`src/hw/rtl/assert_macros.svh`:
```
// Assertion helpers for the motor drive controller.
// Both sample on clk and stay quiet while arst_n is low.
`ifndef ASSERT_MACROS_SVH
`define ASSERT_MACROS_SVH

`ifndef SYNTHESIS
`define MDC_ASSERT_IMP(lbl, ante, cons, msg) \
	lbl: assert property (@(posedge clk) disable iff (!arst_n) (ante) |-> (cons)) \
		else $error(msg);
`define MDC_ASSERT_NXT(lbl, ante, cons, msg) \
	lbl: assert property (@(posedge clk) disable iff (!arst_n) (ante) |=> (cons)) \
		else $error(msg);
`else
`define MDC_ASSERT_IMP(lbl, ante, cons, msg)
`define MDC_ASSERT_NXT(lbl, ante, cons, msg)
`endif

`endif

```
`src/hw/rtl/mdc_pkg.sv`:
```
// ----------------------------------------------------------------------------
// mdc_pkg
// Types, constants and the microprogram of the motor drive controller.
// ----------------------------------------------------------------------------
package mdc_pkg;

	localparam int DUTY_MAX_DEF    = 800;
	localparam int SERVO_RANGE_DEF = 2500;

	localparam int GAIN_W  = 16;
	localparam int SPEED_W = 8;
	localparam int SERVO_W = 12;
	localparam int CFG_W   = 16;
	localparam int CFG_IDX_W = 3;
	localparam int MUL_IN_W = 21;
	localparam int MUL_W   = 2 * MUL_IN_W;
	localparam int PC_W    = 4;
	localparam int PROG_LEN = 15;

	// ceil(2^26 / 127): exact quotient for dividends below 2^19
	localparam logic [19:0] SERVO_RECIP = 20'd528417;
	localparam int SERVO_SHIFT = 26;

	localparam logic signed [GAIN_W-1:0]  P_GAIN_RST      = 16'sd256;
	localparam logic signed [GAIN_W-1:0]  I_GAIN_RST      = 16'sd0;
	localparam logic signed [GAIN_W-1:0]  D_GAIN_RST      = 16'sd0;
	localparam logic signed [GAIN_W-1:0]  INTEG_UPPER_RST = 16'sd1000;
	localparam logic signed [GAIN_W-1:0]  INTEG_LOWER_RST = -16'sd1000;
	localparam logic [SERVO_W-1:0]        SERVO_LOW_RST   = 12'd100;
	localparam logic [SERVO_W-1:0]        SERVO_HIGH_RST  = 12'd200;
	localparam logic [SPEED_W-1:0]        MAX_SPEED_RST   = 8'd5;

	// direction line levels: bit0 forward, bit1 reverse, bit2 hard brake
	localparam logic [2:0] PINS_OFF   = 3'b000;
	localparam logic [2:0] PINS_FWD   = 3'b001;
	localparam logic [2:0] PINS_REV   = 3'b010;
	localparam logic [2:0] PINS_BRAKE = 3'b100;

	localparam logic [SPEED_W-1:0] REVERSE_THRESH = 8'd2;

	typedef enum logic [CFG_IDX_W-1:0] {
		CFG_P_GAIN,
		CFG_I_GAIN,
		CFG_D_GAIN,
		CFG_INTEG_UPPER,
		CFG_INTEG_LOWER,
		CFG_SERVO_LOW,
		CFG_SERVO_HIGH,
		CFG_MAX_SPEED
	} cfg_idx_t;

	typedef enum logic [2:0] {
		MUL_NONE,
		MUL_SPD_FWD,
		MUL_SPD_REV,
		MUL_SERVO_A,
		MUL_SERVO_B,
		MUL_P_ERR,
		MUL_I_INT,
		MUL_D_DM
	} mul_sel_t;

	typedef enum logic [1:0] {
		ACC_HOLD,
		ACC_LOAD,
		ACC_ADD
	} acc_op_t;

	typedef enum logic [3:0] {
		DST_NONE,
		DST_CLEAR,
		DST_TGT_FWD,
		DST_TGT_REV,
		DST_DIR,
		DST_STOP,
		DST_SERVO,
		DST_ERR,
		DST_DUTY
	} dest_t;

	typedef enum logic [1:0] {
		JMP_NONE,
		JMP_TICK,
		JMP_STOP,
		JMP_ALWAYS
	} jmp_t;

	typedef struct packed {
		mul_sel_t         mul;
		acc_op_t          acc;
		dest_t            dst;
		jmp_t             jmp;
		logic [PC_W-1:0]  target;
		logic             fin;
	} ucw_t;

	localparam logic [PC_W-1:0] PC_DISPATCH = 4'd0;
	localparam logic [PC_W-1:0] PC_STOP     = 4'd5;
	localparam logic [PC_W-1:0] PC_SERVO    = 4'd6;
	localparam logic [PC_W-1:0] PC_TICK     = 4'd9;

	function automatic ucw_t uc(input mul_sel_t m, input acc_op_t a, input dest_t d,
			input jmp_t j, input logic [PC_W-1:0] t, input logic f);
		ucw_t w;
		w.mul    = m;
		w.acc    = a;
		w.dst    = d;
		w.jmp    = j;
		w.target = t;
		w.fin    = f;
		return w;
	endfunction

	// Microprogram. Commands run 0-4 (or 0,1,5 on stop) then 6-8; ticks run 0,9-14.
	function automatic ucw_t ucode(input logic [PC_W-1:0] pc);
		ucw_t w;
		unique case (pc)
			4'd0:    w = uc(MUL_NONE,    ACC_HOLD, DST_CLEAR,   JMP_TICK,   PC_TICK,     1'b0);
			4'd1:    w = uc(MUL_SPD_FWD, ACC_HOLD, DST_NONE,    JMP_STOP,   PC_STOP,     1'b0);
			4'd2:    w = uc(MUL_SPD_REV, ACC_HOLD, DST_TGT_FWD, JMP_NONE,   PC_DISPATCH, 1'b0);
			4'd3:    w = uc(MUL_NONE,    ACC_HOLD, DST_TGT_REV, JMP_NONE,   PC_DISPATCH, 1'b0);
			4'd4:    w = uc(MUL_NONE,    ACC_HOLD, DST_DIR,     JMP_ALWAYS, PC_SERVO,    1'b0);
			4'd5:    w = uc(MUL_NONE,    ACC_HOLD, DST_STOP,    JMP_NONE,   PC_DISPATCH, 1'b0);
			4'd6:    w = uc(MUL_SERVO_A, ACC_HOLD, DST_NONE,    JMP_NONE,   PC_DISPATCH, 1'b0);
			4'd7:    w = uc(MUL_SERVO_B, ACC_HOLD, DST_NONE,    JMP_NONE,   PC_DISPATCH, 1'b0);
			4'd8:    w = uc(MUL_NONE,    ACC_HOLD, DST_SERVO,   JMP_NONE,   PC_DISPATCH, 1'b1);
			4'd9:    w = uc(MUL_NONE,    ACC_HOLD, DST_ERR,     JMP_NONE,   PC_DISPATCH, 1'b0);
			4'd10:   w = uc(MUL_P_ERR,   ACC_HOLD, DST_NONE,    JMP_NONE,   PC_DISPATCH, 1'b0);
			4'd11:   w = uc(MUL_I_INT,   ACC_LOAD, DST_NONE,    JMP_NONE,   PC_DISPATCH, 1'b0);
			4'd12:   w = uc(MUL_D_DM,    ACC_ADD,  DST_NONE,    JMP_NONE,   PC_DISPATCH, 1'b0);
			4'd13:   w = uc(MUL_NONE,    ACC_ADD,  DST_NONE,    JMP_NONE,   PC_DISPATCH, 1'b0);
			4'd14:   w = uc(MUL_NONE,    ACC_HOLD, DST_DUTY,    JMP_NONE,   PC_DISPATCH, 1'b1);
			default: w = uc(MUL_NONE,    ACC_HOLD, DST_NONE,    JMP_NONE,   PC_DISPATCH, 1'b1);
		endcase
		return w;
	endfunction

endpackage

```
`src/hw/rtl/mdc_cmd_if.sv`:
```
// ----------------------------------------------------------------------------
// mdc_cmd_if
// Input channel: user commands and control ticks.
// ----------------------------------------------------------------------------
interface mdc_cmd_if;
	logic                                  valid;
	logic                                  ready;
	logic                                  action;
	logic [mdc_pkg::SPEED_W-1:0]           fwd_cmd;
	logic [mdc_pkg::SPEED_W-1:0]           rev_cmd;
	logic signed [mdc_pkg::SPEED_W-1:0]    steer_cmd;
	logic                                  stop_cmd;
	logic [mdc_pkg::SPEED_W-1:0]           measured_speed;

	modport source (output valid, action, fwd_cmd, rev_cmd, steer_cmd, stop_cmd,
		measured_speed, input ready);
	modport sink (input valid, action, fwd_cmd, rev_cmd, steer_cmd, stop_cmd,
		measured_speed, output ready);
endinterface

```
`src/hw/rtl/mdc_res_if.sv`:
```
// ----------------------------------------------------------------------------
// mdc_res_if
// Result channel: motor duty, direction lines and servo duty.
// ----------------------------------------------------------------------------
interface mdc_res_if #(
	parameter int DUTY_W = 10
);
	logic                          valid;
	logic                          ready;
	logic [DUTY_W-1:0]             motor_duty;
	logic                          duty_written;
	logic                          fwd_pin;
	logic                          rev_pin;
	logic                          hard_brake;
	logic [mdc_pkg::SERVO_W-1:0]   servo_duty;
	logic                          servo_written;

	modport source (output valid, motor_duty, duty_written, fwd_pin, rev_pin, hard_brake,
		servo_duty, servo_written, input ready);
	modport sink (input valid, motor_duty, duty_written, fwd_pin, rev_pin, hard_brake,
		servo_duty, servo_written, output ready);
endinterface

```
`src/hw/rtl/motor_drive_pid_controller.sv`:
```
// ----------------------------------------------------------------------------
// motor_drive_pid_controller
// Direction, braking and steering control with a PID speed loop.
// ----------------------------------------------------------------------------
// Each transaction on cmd is a user command (action 0) or a control tick
// (action 1) and yields exactly one transaction on res. A command hard-brakes
// on stop_cmd, otherwise sets the speed targets to max_speed*x/255, brakes on a
// direction reversal or sets the direction lines, and soft-brakes when both
// requests are zero; every command also updates the servo duty from steer_cmd.
// A tick runs one PID step on measured_speed with a clamped integrator and the
// derivative taken on the measurement; the duty is clamped to 0..DUTY_MAX and
// driven only while the drive is active. The block works on one transaction at
// a time: a small microprogram steps a datapath built around one shared 21x21
// multiplier, one step per cycle unless the last step stalls. A finished result
// waits in the output register while the next transaction is taken; only the
// last program step stalls if that register is still full. Configuration
// writes go in through cfg_we/cfg_index/cfg_data and take effect at once;
// write them only while no transaction is in flight. There is no clearing
// pass after reset.
// ----------------------------------------------------------------------------
`include "assert_macros.svh"

module motor_drive_pid_controller #(
	parameter int DUTY_MAX    = mdc_pkg::DUTY_MAX_DEF,
	parameter int SERVO_RANGE = mdc_pkg::SERVO_RANGE_DEF
) (
	input  logic                              clk,
	input  logic                              arst_n,
	mdc_cmd_if.sink                           cmd,
	mdc_res_if.source                         res,
	input  logic                              cfg_we,
	input  logic [mdc_pkg::CFG_IDX_W-1:0]     cfg_index,
	input  logic [mdc_pkg::CFG_W-1:0]         cfg_data
);

	localparam int DUTY_W = $clog2(DUTY_MAX + 1);
	localparam int MUL_W  = mdc_pkg::MUL_W;
	localparam int MIN_W  = mdc_pkg::MUL_IN_W;
	localparam int PC_W   = mdc_pkg::PC_W;

	localparam logic signed [MUL_W-1:0] DUTY_MAX_L   = MUL_W'(DUTY_MAX);
	localparam logic [DUTY_W-1:0]       DUTY_MAX_D   = DUTY_W'(DUTY_MAX);
	localparam logic [12:0]             SERVO_RANGE_L = 13'(SERVO_RANGE);

	// ------------------------------------------------------------------
	// Configuration registers
	// ------------------------------------------------------------------
	logic signed [15:0] p_gain_q, i_gain_q, d_gain_q, integ_upper_q, integ_lower_q;
	logic [11:0]        servo_low_q, servo_high_q;
	logic [7:0]         max_speed_q;

	always_ff @(posedge clk or negedge arst_n) begin
		if (!arst_n) begin
			p_gain_q      <= mdc_pkg::P_GAIN_RST;
			i_gain_q      <= mdc_pkg::I_GAIN_RST;
			d_gain_q      <= mdc_pkg::D_GAIN_RST;
			integ_upper_q <= mdc_pkg::INTEG_UPPER_RST;
			integ_lower_q <= mdc_pkg::INTEG_LOWER_RST;
			servo_low_q   <= mdc_pkg::SERVO_LOW_RST;
			servo_high_q  <= mdc_pkg::SERVO_HIGH_RST;
			max_speed_q   <= mdc_pkg::MAX_SPEED_RST;
		end else if (cfg_we) begin
			unique case (mdc_pkg::cfg_idx_t'(cfg_index))
				mdc_pkg::CFG_P_GAIN:      p_gain_q      <= cfg_data;
				mdc_pkg::CFG_I_GAIN:      i_gain_q      <= cfg_data;
				mdc_pkg::CFG_D_GAIN:      d_gain_q      <= cfg_data;
				mdc_pkg::CFG_INTEG_UPPER: integ_upper_q <= cfg_data;
				mdc_pkg::CFG_INTEG_LOWER: integ_lower_q <= cfg_data;
				mdc_pkg::CFG_SERVO_LOW:   servo_low_q   <= cfg_data[11:0];
				mdc_pkg::CFG_SERVO_HIGH:  servo_high_q  <= cfg_data[11:0];
				mdc_pkg::CFG_MAX_SPEED:   max_speed_q   <= cfg_data[7:0];
			endcase
		end
	end

	// ------------------------------------------------------------------
	// Sequencer
	// ------------------------------------------------------------------
	logic             busy_q;
	logic [PC_W-1:0]  pc_q;
	logic             out_valid_q;
	mdc_pkg::ucw_t    cw;
	logic             cmd_take;
	logic             res_take;
	logic             step_en;
	logic             jump;

	// Latched transaction
	logic             action_q;
	logic [7:0]       fwd_q, rev_q, meas_q;
	logic [7:0]       steer_q;
	logic             stop_q;

	assign cw        = mdc_pkg::ucode(pc_q);
	assign cmd.ready = !busy_q;
	assign cmd_take  = cmd.valid && !busy_q;
	assign res_take  = out_valid_q && res.ready;
	// hold the final step while the previous result still sits unaccepted
	assign step_en   = busy_q && !(cw.fin && out_valid_q && !res.ready);

	always_comb begin
		unique case (cw.jmp)
			mdc_pkg::JMP_NONE:   jump = 1'b0;
			mdc_pkg::JMP_TICK:   jump = action_q;
			mdc_pkg::JMP_STOP:   jump = stop_q;
			mdc_pkg::JMP_ALWAYS: jump = 1'b1;
		endcase
	end

	always_ff @(posedge clk or negedge arst_n) begin
		if (!arst_n) begin
			busy_q <= 1'b0;
			pc_q   <= mdc_pkg::PC_DISPATCH;
		end else if (cmd_take) begin
			busy_q <= 1'b1;
			pc_q   <= mdc_pkg::PC_DISPATCH;
		end else if (step_en) begin
			if (cw.fin) begin
				busy_q <= 1'b0;
				pc_q   <= mdc_pkg::PC_DISPATCH;
			end else if (jump) begin
				pc_q   <= cw.target;
			end else begin
				pc_q   <= pc_q + 1'b1;
			end
		end
	end

	always_ff @(posedge clk) begin
		if (cmd_take) begin
			action_q <= cmd.action;
			fwd_q    <= cmd.fwd_cmd;
			rev_q    <= cmd.rev_cmd;
			steer_q  <= cmd.steer_cmd;
			stop_q   <= cmd.stop_cmd;
			meas_q   <= cmd.measured_speed;
		end
	end

	// ------------------------------------------------------------------
	// Shared multiplier and accumulator
	// ------------------------------------------------------------------
	logic signed [MIN_W-1:0] mul_a, mul_b;
	logic signed [MUL_W-1:0] prod_q, acc_q;
	logic signed [9:0]       err_q, dm_q;
	logic signed [15:0]      integ_q;
	logic [7:0]              steer_off;
	logic [11:0]             servo_span;

	// -128 saturates to full left, so it maps like -127
	assign steer_off  = (steer_q == 8'h80) ? 8'd0 : (steer_q + 8'd127);
	assign servo_span = (servo_high_q > servo_low_q) ? (servo_high_q - servo_low_q) : 12'd0;

	always_comb begin
		mul_a = '0;
		mul_b = '0;
		unique case (cw.mul)
			mdc_pkg::MUL_NONE: begin
				mul_a = '0;
				mul_b = '0;
			end
			mdc_pkg::MUL_SPD_FWD: begin
				mul_a = {13'd0, max_speed_q};
				mul_b = {13'd0, fwd_q};
			end
			mdc_pkg::MUL_SPD_REV: begin
				mul_a = {13'd0, max_speed_q};
				mul_b = {13'd0, rev_q};
			end
			mdc_pkg::MUL_SERVO_A: begin
				mul_a = {13'd0, steer_off};
				mul_b = {9'd0, servo_span};
			end
			mdc_pkg::MUL_SERVO_B: begin
				// halve the span product, then divide by 127 through the reciprocal
				mul_a = {1'b0, prod_q[20:1]};
				mul_b = {1'b0, mdc_pkg::SERVO_RECIP};
			end
			mdc_pkg::MUL_P_ERR: begin
				mul_a = {{5{p_gain_q[15]}}, p_gain_q};
				mul_b = {{11{err_q[9]}}, err_q};
			end
			mdc_pkg::MUL_I_INT: begin
				mul_a = {{5{i_gain_q[15]}}, i_gain_q};
				mul_b = {{5{integ_q[15]}}, integ_q};
			end
			mdc_pkg::MUL_D_DM: begin
				mul_a = {{5{d_gain_q[15]}}, d_gain_q};
				mul_b = {{11{dm_q[9]}}, dm_q};
			end
		endcase
	end

	always_ff @(posedge clk) begin
		if (step_en && (cw.mul != mdc_pkg::MUL_NONE)) begin
			prod_q <= mul_a * mul_b;
		end
		if (step_en) begin
			unique case (cw.acc)
				mdc_pkg::ACC_HOLD: acc_q <= acc_q;
				mdc_pkg::ACC_LOAD: acc_q <= prod_q;
				mdc_pkg::ACC_ADD:  acc_q <= acc_q + prod_q;
				default:           acc_q <= acc_q;
			endcase
		end
	end

	// ------------------------------------------------------------------
	// Destination logic and controller state
	// ------------------------------------------------------------------
	logic        dir_fwd_q, active_q;
	logic [7:0]  tgt_fwd_q, tgt_rev_q, last_meas_q;
	logic [2:0]  pins_q;

	logic        dir_fwd_d, active_d;
	logic [7:0]  tgt_fwd_d, tgt_rev_d, last_meas_d;
	logic [2:0]  pins_d;
	logic signed [15:0] integ_d;
	logic signed [9:0]  err_d, dm_d;

	// per-transaction result, built up over the program
	logic [DUTY_W-1:0] wduty_q, wduty_d;
	logic              wdwr_q, wdwr_d;
	logic [11:0]       wservo_q, wservo_d;
	logic              wswr_q, wswr_d;

	logic [16:0]       div255_sum;
	logic [7:0]        tgt_sel;
	logic signed [17:0] integ_sum;
	logic signed [MUL_W-1:0] duty_shift;
	logic [12:0]       servo_sum;

	// floor(x/255) = (x + (x >> 8) + 1) >> 8 for x up to 65534
	assign div255_sum = {1'b0, prod_q[15:0]} + {9'd0, prod_q[15:8]} + 17'd1;
	assign tgt_sel    = dir_fwd_q ? tgt_fwd_q : tgt_rev_q;
	assign err_d      = $signed({2'b00, tgt_sel}) - $signed({2'b00, meas_q});
	assign dm_d       = $signed({2'b00, last_meas_q}) - $signed({2'b00, meas_q});
	assign integ_sum  = {{2{integ_q[15]}}, integ_q} + {{8{err_d[9]}}, err_d};
	assign duty_shift = acc_q >>> 8;
	assign servo_sum  = {1'b0, servo_low_q}
		+ {1'b0, prod_q[mdc_pkg::SERVO_SHIFT+11:mdc_pkg::SERVO_SHIFT]};

	always_comb begin
		dir_fwd_d   = dir_fwd_q;
		active_d    = active_q;
		tgt_fwd_d   = tgt_fwd_q;
		tgt_rev_d   = tgt_rev_q;
		last_meas_d = last_meas_q;
		pins_d      = pins_q;
		integ_d     = integ_q;
		wduty_d     = wduty_q;
		wdwr_d      = wdwr_q;
		wservo_d    = wservo_q;
		wswr_d      = wswr_q;
		unique case (cw.dst)
			mdc_pkg::DST_NONE: begin
				wdwr_d = wdwr_q;
			end
			mdc_pkg::DST_CLEAR: begin
				wduty_d  = '0;
				wdwr_d   = 1'b0;
				wservo_d = '0;
				wswr_d   = 1'b0;
			end
			mdc_pkg::DST_TGT_FWD: begin
				tgt_fwd_d = div255_sum[15:8];
			end
			mdc_pkg::DST_TGT_REV: begin
				tgt_rev_d = div255_sum[15:8];
			end
			mdc_pkg::DST_DIR: begin
				if (((fwd_q > mdc_pkg::REVERSE_THRESH) && !dir_fwd_q)
						|| ((rev_q > mdc_pkg::REVERSE_THRESH) && dir_fwd_q)) begin
					active_d = 1'b0;
					pins_d   = mdc_pkg::PINS_BRAKE;
					wduty_d  = '0;
					wdwr_d   = 1'b1;
				end else if (fwd_q != 8'd0) begin
					pins_d    = mdc_pkg::PINS_FWD;
					dir_fwd_d = 1'b1;
					active_d  = 1'b1;
				end else begin
					pins_d    = mdc_pkg::PINS_REV;
					dir_fwd_d = 1'b0;
					active_d  = 1'b1;
				end
				// both requests zero: coast with all lines low
				if ((fwd_q == 8'd0) && (rev_q == 8'd0)) begin
					active_d = 1'b0;
					pins_d   = mdc_pkg::PINS_OFF;
					wduty_d  = '0;
					wdwr_d   = 1'b1;
				end
			end
			mdc_pkg::DST_STOP: begin
				active_d = 1'b0;
				pins_d   = mdc_pkg::PINS_BRAKE;
				wduty_d  = '0;
				wdwr_d   = 1'b1;
			end
			mdc_pkg::DST_SERVO: begin
				wservo_d = (servo_sum > SERVO_RANGE_L) ? SERVO_RANGE_L[11:0] : servo_sum[11:0];
				wswr_d   = 1'b1;
			end
			mdc_pkg::DST_ERR: begin
				// upper clamp wins when the limits are inverted
				if (integ_sum > $signed({{2{integ_upper_q[15]}}, integ_upper_q})) begin
					integ_d = integ_upper_q;
				end else if (integ_sum < $signed({{2{integ_lower_q[15]}}, integ_lower_q})) begin
					integ_d = integ_lower_q;
				end else begin
					integ_d = integ_sum[15:0];
				end
				last_meas_d = meas_q;
			end
			mdc_pkg::DST_DUTY: begin
				if (!active_q || (acc_q <= 0)) begin
					wduty_d = '0;
				end else if (duty_shift > DUTY_MAX_L) begin
					wduty_d = DUTY_MAX_D;
				end else begin
					wduty_d = duty_shift[DUTY_W-1:0];
				end
				wdwr_d = active_q;
			end
			default: begin
				wdwr_d = wdwr_q;
			end
		endcase
	end

	always_ff @(posedge clk or negedge arst_n) begin
		if (!arst_n) begin
			dir_fwd_q   <= 1'b1;
			active_q    <= 1'b0;
			tgt_fwd_q   <= '0;
			tgt_rev_q   <= '0;
			last_meas_q <= '0;
			pins_q      <= mdc_pkg::PINS_OFF;
			integ_q     <= '0;
		end else if (step_en) begin
			dir_fwd_q   <= dir_fwd_d;
			active_q    <= active_d;
			tgt_fwd_q   <= tgt_fwd_d;
			tgt_rev_q   <= tgt_rev_d;
			last_meas_q <= last_meas_d;
			pins_q      <= pins_d;
			integ_q     <= integ_d;
		end
	end

	always_ff @(posedge clk) begin
		if (step_en) begin
			wduty_q  <= wduty_d;
			wdwr_q   <= wdwr_d;
			wservo_q <= wservo_d;
			wswr_q   <= wswr_d;
			if (cw.dst == mdc_pkg::DST_ERR) begin
				err_q <= err_d;
				dm_q  <= dm_d;
			end
		end
	end

	// ------------------------------------------------------------------
	// Output register: load on the final step, drop once taken
	// ------------------------------------------------------------------
	logic [DUTY_W-1:0] rduty_q;
	logic              rdwr_q;
	logic [2:0]        rpins_q;
	logic [11:0]       rservo_q;
	logic              rswr_q;

	always_ff @(posedge clk or negedge arst_n) begin
		if (!arst_n) begin
			out_valid_q <= 1'b0;
		end else if (step_en && cw.fin) begin
			out_valid_q <= 1'b1;
		end else if (res_take) begin
			out_valid_q <= 1'b0;
		end
	end

	always_ff @(posedge clk) begin
		if (step_en && cw.fin) begin
			rduty_q  <= wduty_d;
			rdwr_q   <= wdwr_d;
			rpins_q  <= pins_d;
			rservo_q <= wservo_d;
			rswr_q   <= wswr_d;
		end
	end

	assign res.valid         = out_valid_q;
	assign res.motor_duty    = rduty_q;
	assign res.duty_written  = rdwr_q;
	assign res.fwd_pin       = rpins_q[0];
	assign res.rev_pin       = rpins_q[1];
	assign res.hard_brake    = rpins_q[2];
	assign res.servo_duty    = rservo_q;
	assign res.servo_written = rswr_q;

	// ------------------------------------------------------------------
	// Assertions
	// ------------------------------------------------------------------
	`MDC_ASSERT_NXT(a_start_at_dispatch, cmd_take,
		busy_q && (pc_q == mdc_pkg::PC_DISPATCH), "program did not start at dispatch")
	`MDC_ASSERT_IMP(a_pc_in_program, busy_q,
		pc_q < PC_W'(mdc_pkg::PROG_LEN), "step counter ran past the program")
	`MDC_ASSERT_IMP(a_pins_exclusive, 1'b1,
		$onehot0(pins_q), "more than one direction or brake line active")
	`MDC_ASSERT_IMP(a_duty_limit, out_valid_q,
		rduty_q <= DUTY_MAX_D, "motor duty above limit")
	`MDC_ASSERT_IMP(a_duty_zero_unwritten, out_valid_q && !rdwr_q,
		rduty_q == '0, "motor duty nonzero while not written")

endmodule
```
`src/flat_wrapper.sv`:
```
// flat-port wrapper written by rule: the top's interface ports become plain ports
module motor_drive_pid_controller_flat 
#(
	parameter int DUTY_MAX    = mdc_pkg::DUTY_MAX_DEF,
	parameter int SERVO_RANGE = mdc_pkg::SERVO_RANGE_DEF
)
  (clk, arst_n, cfg_we, cfg_index, cfg_data, cmd_valid, cmd_action, cmd_fwd_cmd, cmd_rev_cmd, cmd_steer_cmd, cmd_stop_cmd, cmd_measured_speed, cmd_ready, res_valid, res_motor_duty, res_duty_written, res_fwd_pin, res_rev_pin, res_hard_brake, res_servo_duty, res_servo_written, res_ready);
  mdc_cmd_if cmd_i ();
  mdc_res_if res_i ();
  input  logic clk;
  input  logic arst_n;
  input  logic cfg_we;
  input  logic [mdc_pkg::CFG_IDX_W-1:0] cfg_index;
  input  logic [mdc_pkg::CFG_W-1:0] cfg_data;
  input wire logic [$bits(cmd_i.valid)-1:0] cmd_valid;
  input wire logic [$bits(cmd_i.action)-1:0] cmd_action;
  input wire logic [$bits(cmd_i.fwd_cmd)-1:0] cmd_fwd_cmd;
  input wire logic [$bits(cmd_i.rev_cmd)-1:0] cmd_rev_cmd;
  input wire logic [$bits(cmd_i.steer_cmd)-1:0] cmd_steer_cmd;
  input wire logic [$bits(cmd_i.stop_cmd)-1:0] cmd_stop_cmd;
  input wire logic [$bits(cmd_i.measured_speed)-1:0] cmd_measured_speed;
  output wire logic [$bits(cmd_i.ready)-1:0] cmd_ready;
  output wire logic [$bits(res_i.valid)-1:0] res_valid;
  output wire logic [$bits(res_i.motor_duty)-1:0] res_motor_duty;
  output wire logic [$bits(res_i.duty_written)-1:0] res_duty_written;
  output wire logic [$bits(res_i.fwd_pin)-1:0] res_fwd_pin;
  output wire logic [$bits(res_i.rev_pin)-1:0] res_rev_pin;
  output wire logic [$bits(res_i.hard_brake)-1:0] res_hard_brake;
  output wire logic [$bits(res_i.servo_duty)-1:0] res_servo_duty;
  output wire logic [$bits(res_i.servo_written)-1:0] res_servo_written;
  input wire logic [$bits(res_i.ready)-1:0] res_ready;
  assign cmd_i.valid = cmd_valid;
  assign cmd_i.action = cmd_action;
  assign cmd_i.fwd_cmd = cmd_fwd_cmd;
  assign cmd_i.rev_cmd = cmd_rev_cmd;
  assign cmd_i.steer_cmd = cmd_steer_cmd;
  assign cmd_i.stop_cmd = cmd_stop_cmd;
  assign cmd_i.measured_speed = cmd_measured_speed;
  assign cmd_ready = cmd_i.ready;
  assign res_valid = res_i.valid;
  assign res_motor_duty = res_i.motor_duty;
  assign res_duty_written = res_i.duty_written;
  assign res_fwd_pin = res_i.fwd_pin;
  assign res_rev_pin = res_i.rev_pin;
  assign res_hard_brake = res_i.hard_brake;
  assign res_servo_duty = res_i.servo_duty;
  assign res_servo_written = res_i.servo_written;
  assign res_i.ready = res_ready;
  motor_drive_pid_controller #(.DUTY_MAX(DUTY_MAX), .SERVO_RANGE(SERVO_RANGE)) u_core (.clk(clk), .arst_n(arst_n), .cmd(cmd_i), .res(res_i), .cfg_we(cfg_we), .cfg_index(cfg_index), .cfg_data(cfg_data));
endmodule
```
`config.mk`:
```
export PLATFORM = sky130hd
export DESIGN_NAME = motor_drive_pid_controller_flat
export DESIGN_NICKNAME = d
export VERILOG_FILES = /design/src/hw/rtl/mdc_pkg.sv /design/src/hw/rtl/mdc_cmd_if.sv /design/src/hw/rtl/mdc_res_if.sv /design/src/hw/rtl/motor_drive_pid_controller.sv /design/src/flat_wrapper.sv
export VERILOG_INCLUDE_DIRS = /design/src /design/src/hw/rtl
export SDC_FILE = /design/constraint.sdc
export NUM_CORES = 2
export LEC_CHECK = 0
export BUFFER_PORTS_ARGS = -buffer_cell sky130_fd_sc_hd__buf_2
export CELL_PAD_IN_SITES_DETAIL_PLACEMENT = 2
export CELL_PAD_IN_SITES_GLOBAL_PLACEMENT = 2
export CORE_ASPECT_RATIO = 0.8
export CORE_MARGIN = 10
export CORE_UTILIZATION = 30
export CTS_BUF_LIST = sky130_fd_sc_hd__clkbuf_8
export DETAILED_ROUTE_END_ITERATION = 6
export HOLD_SLACK_MARGIN = 0.06
export PLACE_DENSITY = 0.63
export SYNTH_ARGS = -nofsm -noshare
export SYNTH_HDL_FRONTEND = slang
export SYNTH_SLANG_ARGS = --single-unit
```
`constraint.sdc`:
```
create_clock -name clk -period 8.2 [get_ports clk]
set_input_delay 1.64 -clock clk [delete_from_list [all_inputs] [get_ports clk]]
set_output_delay 1.64 -clock clk [all_outputs]
set_load 0.02 [all_outputs]
```
==> metrics <==
Core Region ~120000 µm²; H-tree depth 2; Final Max Slew Viols 0; Via density 4.889; Worst Hold Class reg2reg; Post-Synth Simple-Gate Area between 10% and 20%; Worst R2R Setup Slack -1400 ps; vias in the first global route ~32000; die outline width between 400 and 500 µm; CP max-delay cell fa_2; Largest delay share family, worst path adder cells; initial core utilization a little under a third; Worst setup EP type register; most common cell in the netlist inv_1; failing checks negative setup slack; row cnt 114; RSZ-0062 raised after global routing yes; die outline height between 300 and 400 µm; mux cell area share after synthesis under 10%; r2r endpoint u_core.prod_q[36]$_DFFE_PP_; Cell variety after synth 81; syn_nets about 4500; top cells by count, synth inv_1 (696), nand2_1 (461), fa_1 (460), ha_1 (258), nor2_1 (228); CTS tree done; WL per Instance 23.68 µm; startpoint types register; asr flop ratio synth 46.57%; initial antenna violation count 12; Final Hold Vio Count 0; Post-synth EDFFs between 150 and 200; Fmax achieved approximately 0.10 GHz; IO Pins between 80 and 90; ratio of cells with drive above 1 in the final layout roughly 26%; top cell type's share of synthesized area 25.39%; crit-path max cell delay approximately 570 ps; DRT iter0 DRCs ~1700; Bufs and invs on worst path 11; fin crit period 9596 ps; area leader, netlist fa_1; Layout Skew about 47 ps; Placer Congestion ~0.9; Detail Placement HPWL 114400 µm; Total GRT Usage between 20 and 25%; sequential share of the synthesized area ~27%; CP max FO 7; PnR worst setup slack -1396 ps; synthesized instance count around 3700; Pre-antenna DRT Iters 5; Clock Path Buffers 3; TritonCTS buffer count 59; ys flop type edfxtp_1; via count 29050; Final ANT Viol Nets 0; Worst Setup SP u_core.servo_low_q[2]$_DFFE_PN1P_; Reg clk slew, reported paths about 70 ps; clock insertion delay at the later pin of the skew report between 700 and 800 ps; compound-cell area share of the yosys netlist 10.30%; post-route clock period utilization 117.0%; R2R depth 39; Adder-Cell Fraction of Synth Area between 30% and 40%; worst-margin pin slew approximately 1200 ps; post-synthesis register bit count 350; final WL about 140000 µm; Mapped Avg Cell Area slightly below 10 µm²; Max Cap Violations 0; number of clock sinks 350; largest cells by area after synthesis fa_1 (25%), edfxtp_1 (15%), dfrtp_1 (9.6%); largest family of logic cells by synthesized area adder cells; cell mode on critical path inv_2; Area Overhead vs Synth 25.36%; Nets roughly 5000; PortBufs 86; mapped cell area approximately 36000 µm²; status finished with violations; DIE AREA around 140000 µm²; synthesis warning total 0; largest net degree at the start of global routing 96; r2r startpoint u_core.servo_low_q[2]$_DFFE_PN1P_; first-pass GRT wire length roughly 210000 µm; Worst EP arrival a little over 10000 ps; DP Worst Slack -1427 ps; Final setup viols 30; post-synthesis xor/xnor area fraction ~3.4%; critical path depth in cells 39; CP endpoint u_core.prod_q[36]$_DFFE_PP_; total gr overflow 0; CP Class reg2reg; Required @ worst endpoint 8670 ps; CTS root buf clkbuf_8; max_slew headroom 22.31%; drt drc 0
logic make-up after synthesis:
group                      count (synthesis)
AOI/OAI and AO/OA                        576
xor gates and xnor gates                 140
adders and majority gates                718
buffers and inverters                    830
DFF                                      350
muxes                                    169
and+or+nand+nor                          931
worst register-to-register path, delay by kind of cell (launching register included):
family                   cells  cell delay, ps
XOR/XNOR                     1             120
AO/OA/AOI/OAI               15            3180
flip-flops                   1             540
AND/OR/NAND/NOR              3             380
buffers and inverters       11            1000
adder cells (fa/ha/maj)      9            4130
registers in the layout (all words and copies together) (netlist names), 16 cells and up:
name / count
u_core.acc_q: 42
u_core.d_gain_q: 16
u_core.i_gain_q: 16
u_core.integ_lower_q: 16
u_core.integ_q: 16
u_core.integ_upper_q: 16
u_core.p_gain_q: 16
u_core.prod_q: 42
per-stage QoR:
| stage | cell area, µm² | setup TNS (ps) | utilization [%] | hold WS (ps) | std cells |
|---|---|---|---|---|---|
| after CTS | 44920 | -19900 | 37.31 | 486.9 | 5922 |
| after floorplan | 36620 | -2864 | - | 444.4 | 3714 |
| after detailed placement | 42590 | -27150 | 35.38 | 473.4 | 5767 |
| after global placement | 42590 | -20620 | 35.38 | 460.0 | 5767 |
| after global routing | 45470 | -35590 | 37.77 | 524.1 | 5940 |
| final | 45470 | -25680 | 37.77 | 481.7 | 5942 |
routing by layer:
layer	vias up	GRT usage, %	routed length (µm)	share of wire [%]
li1	13120	-	-	-
met1	15290	30.26	69430	49
met2	493	32.15	62080	44
met3	149	2.918	6389	4.5
met4	0	3.895	2835	2.0
met5	-	0	0	0
repair_timing:
action	4_1_cts	5_1_grt
setup buffers	50	20
pin swaps	59	101
gates cloned	2	1
setup endpoints to repair	30	34
hold buffers	0	0
resized for setup	159	100
cell usage in the layout (no fill, tap or decap), types with 30 or more instances in the layout:
| master | Yosys | routed |
|---|---|---|
| inv_1 | 696 | 676 |
| buf_4 | 1 | 454 |
| nand2_1 | 461 | 447 |
| fa_1 | 460 | 441 |
| ha_1 | 258 | 234 |
| nor2_1 | 228 | 212 |
| edfxtp_1 | 187 | 187 |
| mux2_2 | 141 | 141 |
| dfrtp_1 | 139 | 139 |
| o21ai_0 | 137 | 122 |
| a21oi_1 | 143 | 120 |
| xnor2_1 | 98 | 85 |
| buf_2 | 30 | 85 |
| a21o_1 | 70 | 69 |
| clkbuf_8 | 0 | 67 |
| xor2_1 | 42 | 40 |
| buf_6 | 0 | 40 |
| inv_2 | 2 | 38 |
| buf_12 | 0 | 38 |
| nand2b_1 | 43 | 37 |
| nand3_1 | 31 | 30 |
| o21ai_1 | 31 | 30 |
worst min path at each step:
stage	slack [ps]	start	depth (start not counted)	end
6_report	480	u_core.tgt_rev_q[5]$_DFFE_PN0P_	2	u_core.tgt_rev_q[5]$_DFFE_PN0P_
4_1_cts	490	u_core.tgt_rev_q[5]$_DFFE_PN0P_	2	u_core.tgt_rev_q[5]$_DFFE_PN0P_
3_3_place_gp	460	u_core.tgt_rev_q[5]$_DFFE_PN0P_	2	u_core.tgt_rev_q[5]$_DFFE_PN0P_
5_1_grt	520	u_core.i_gain_q[4]$_DFFE_PN0P_	1	u_core.i_gain_q[4]$_DFFE_PN0P_
3_5_place_dp	470	u_core.tgt_rev_q[5]$_DFFE_PN0P_	2	u_core.tgt_rev_q[5]$_DFFE_PN0P_
2_1_floorplan	440	u_core.tgt_fwd_q[1]$_DFFE_PN0P_	2	u_core.tgt_fwd_q[1]$_DFFE_PN0P_
cell type report:
type / instances / area [µm²]
clock buffer: 67 / 922.1
multi-input combinational: 2534 / 24650
tap: 1624 / 2032
clock inverter: 41 / 311.5
sequential: 350 / 9724
timing repair buffer: 625 / 5200
antenna: 3 / 7.507
fill: 13250 / 74910
inverter: 698 / 2620
Power is not shown: default switching activity piles up to over one toggle a cycle in this logic, so the estimate is an artifact.
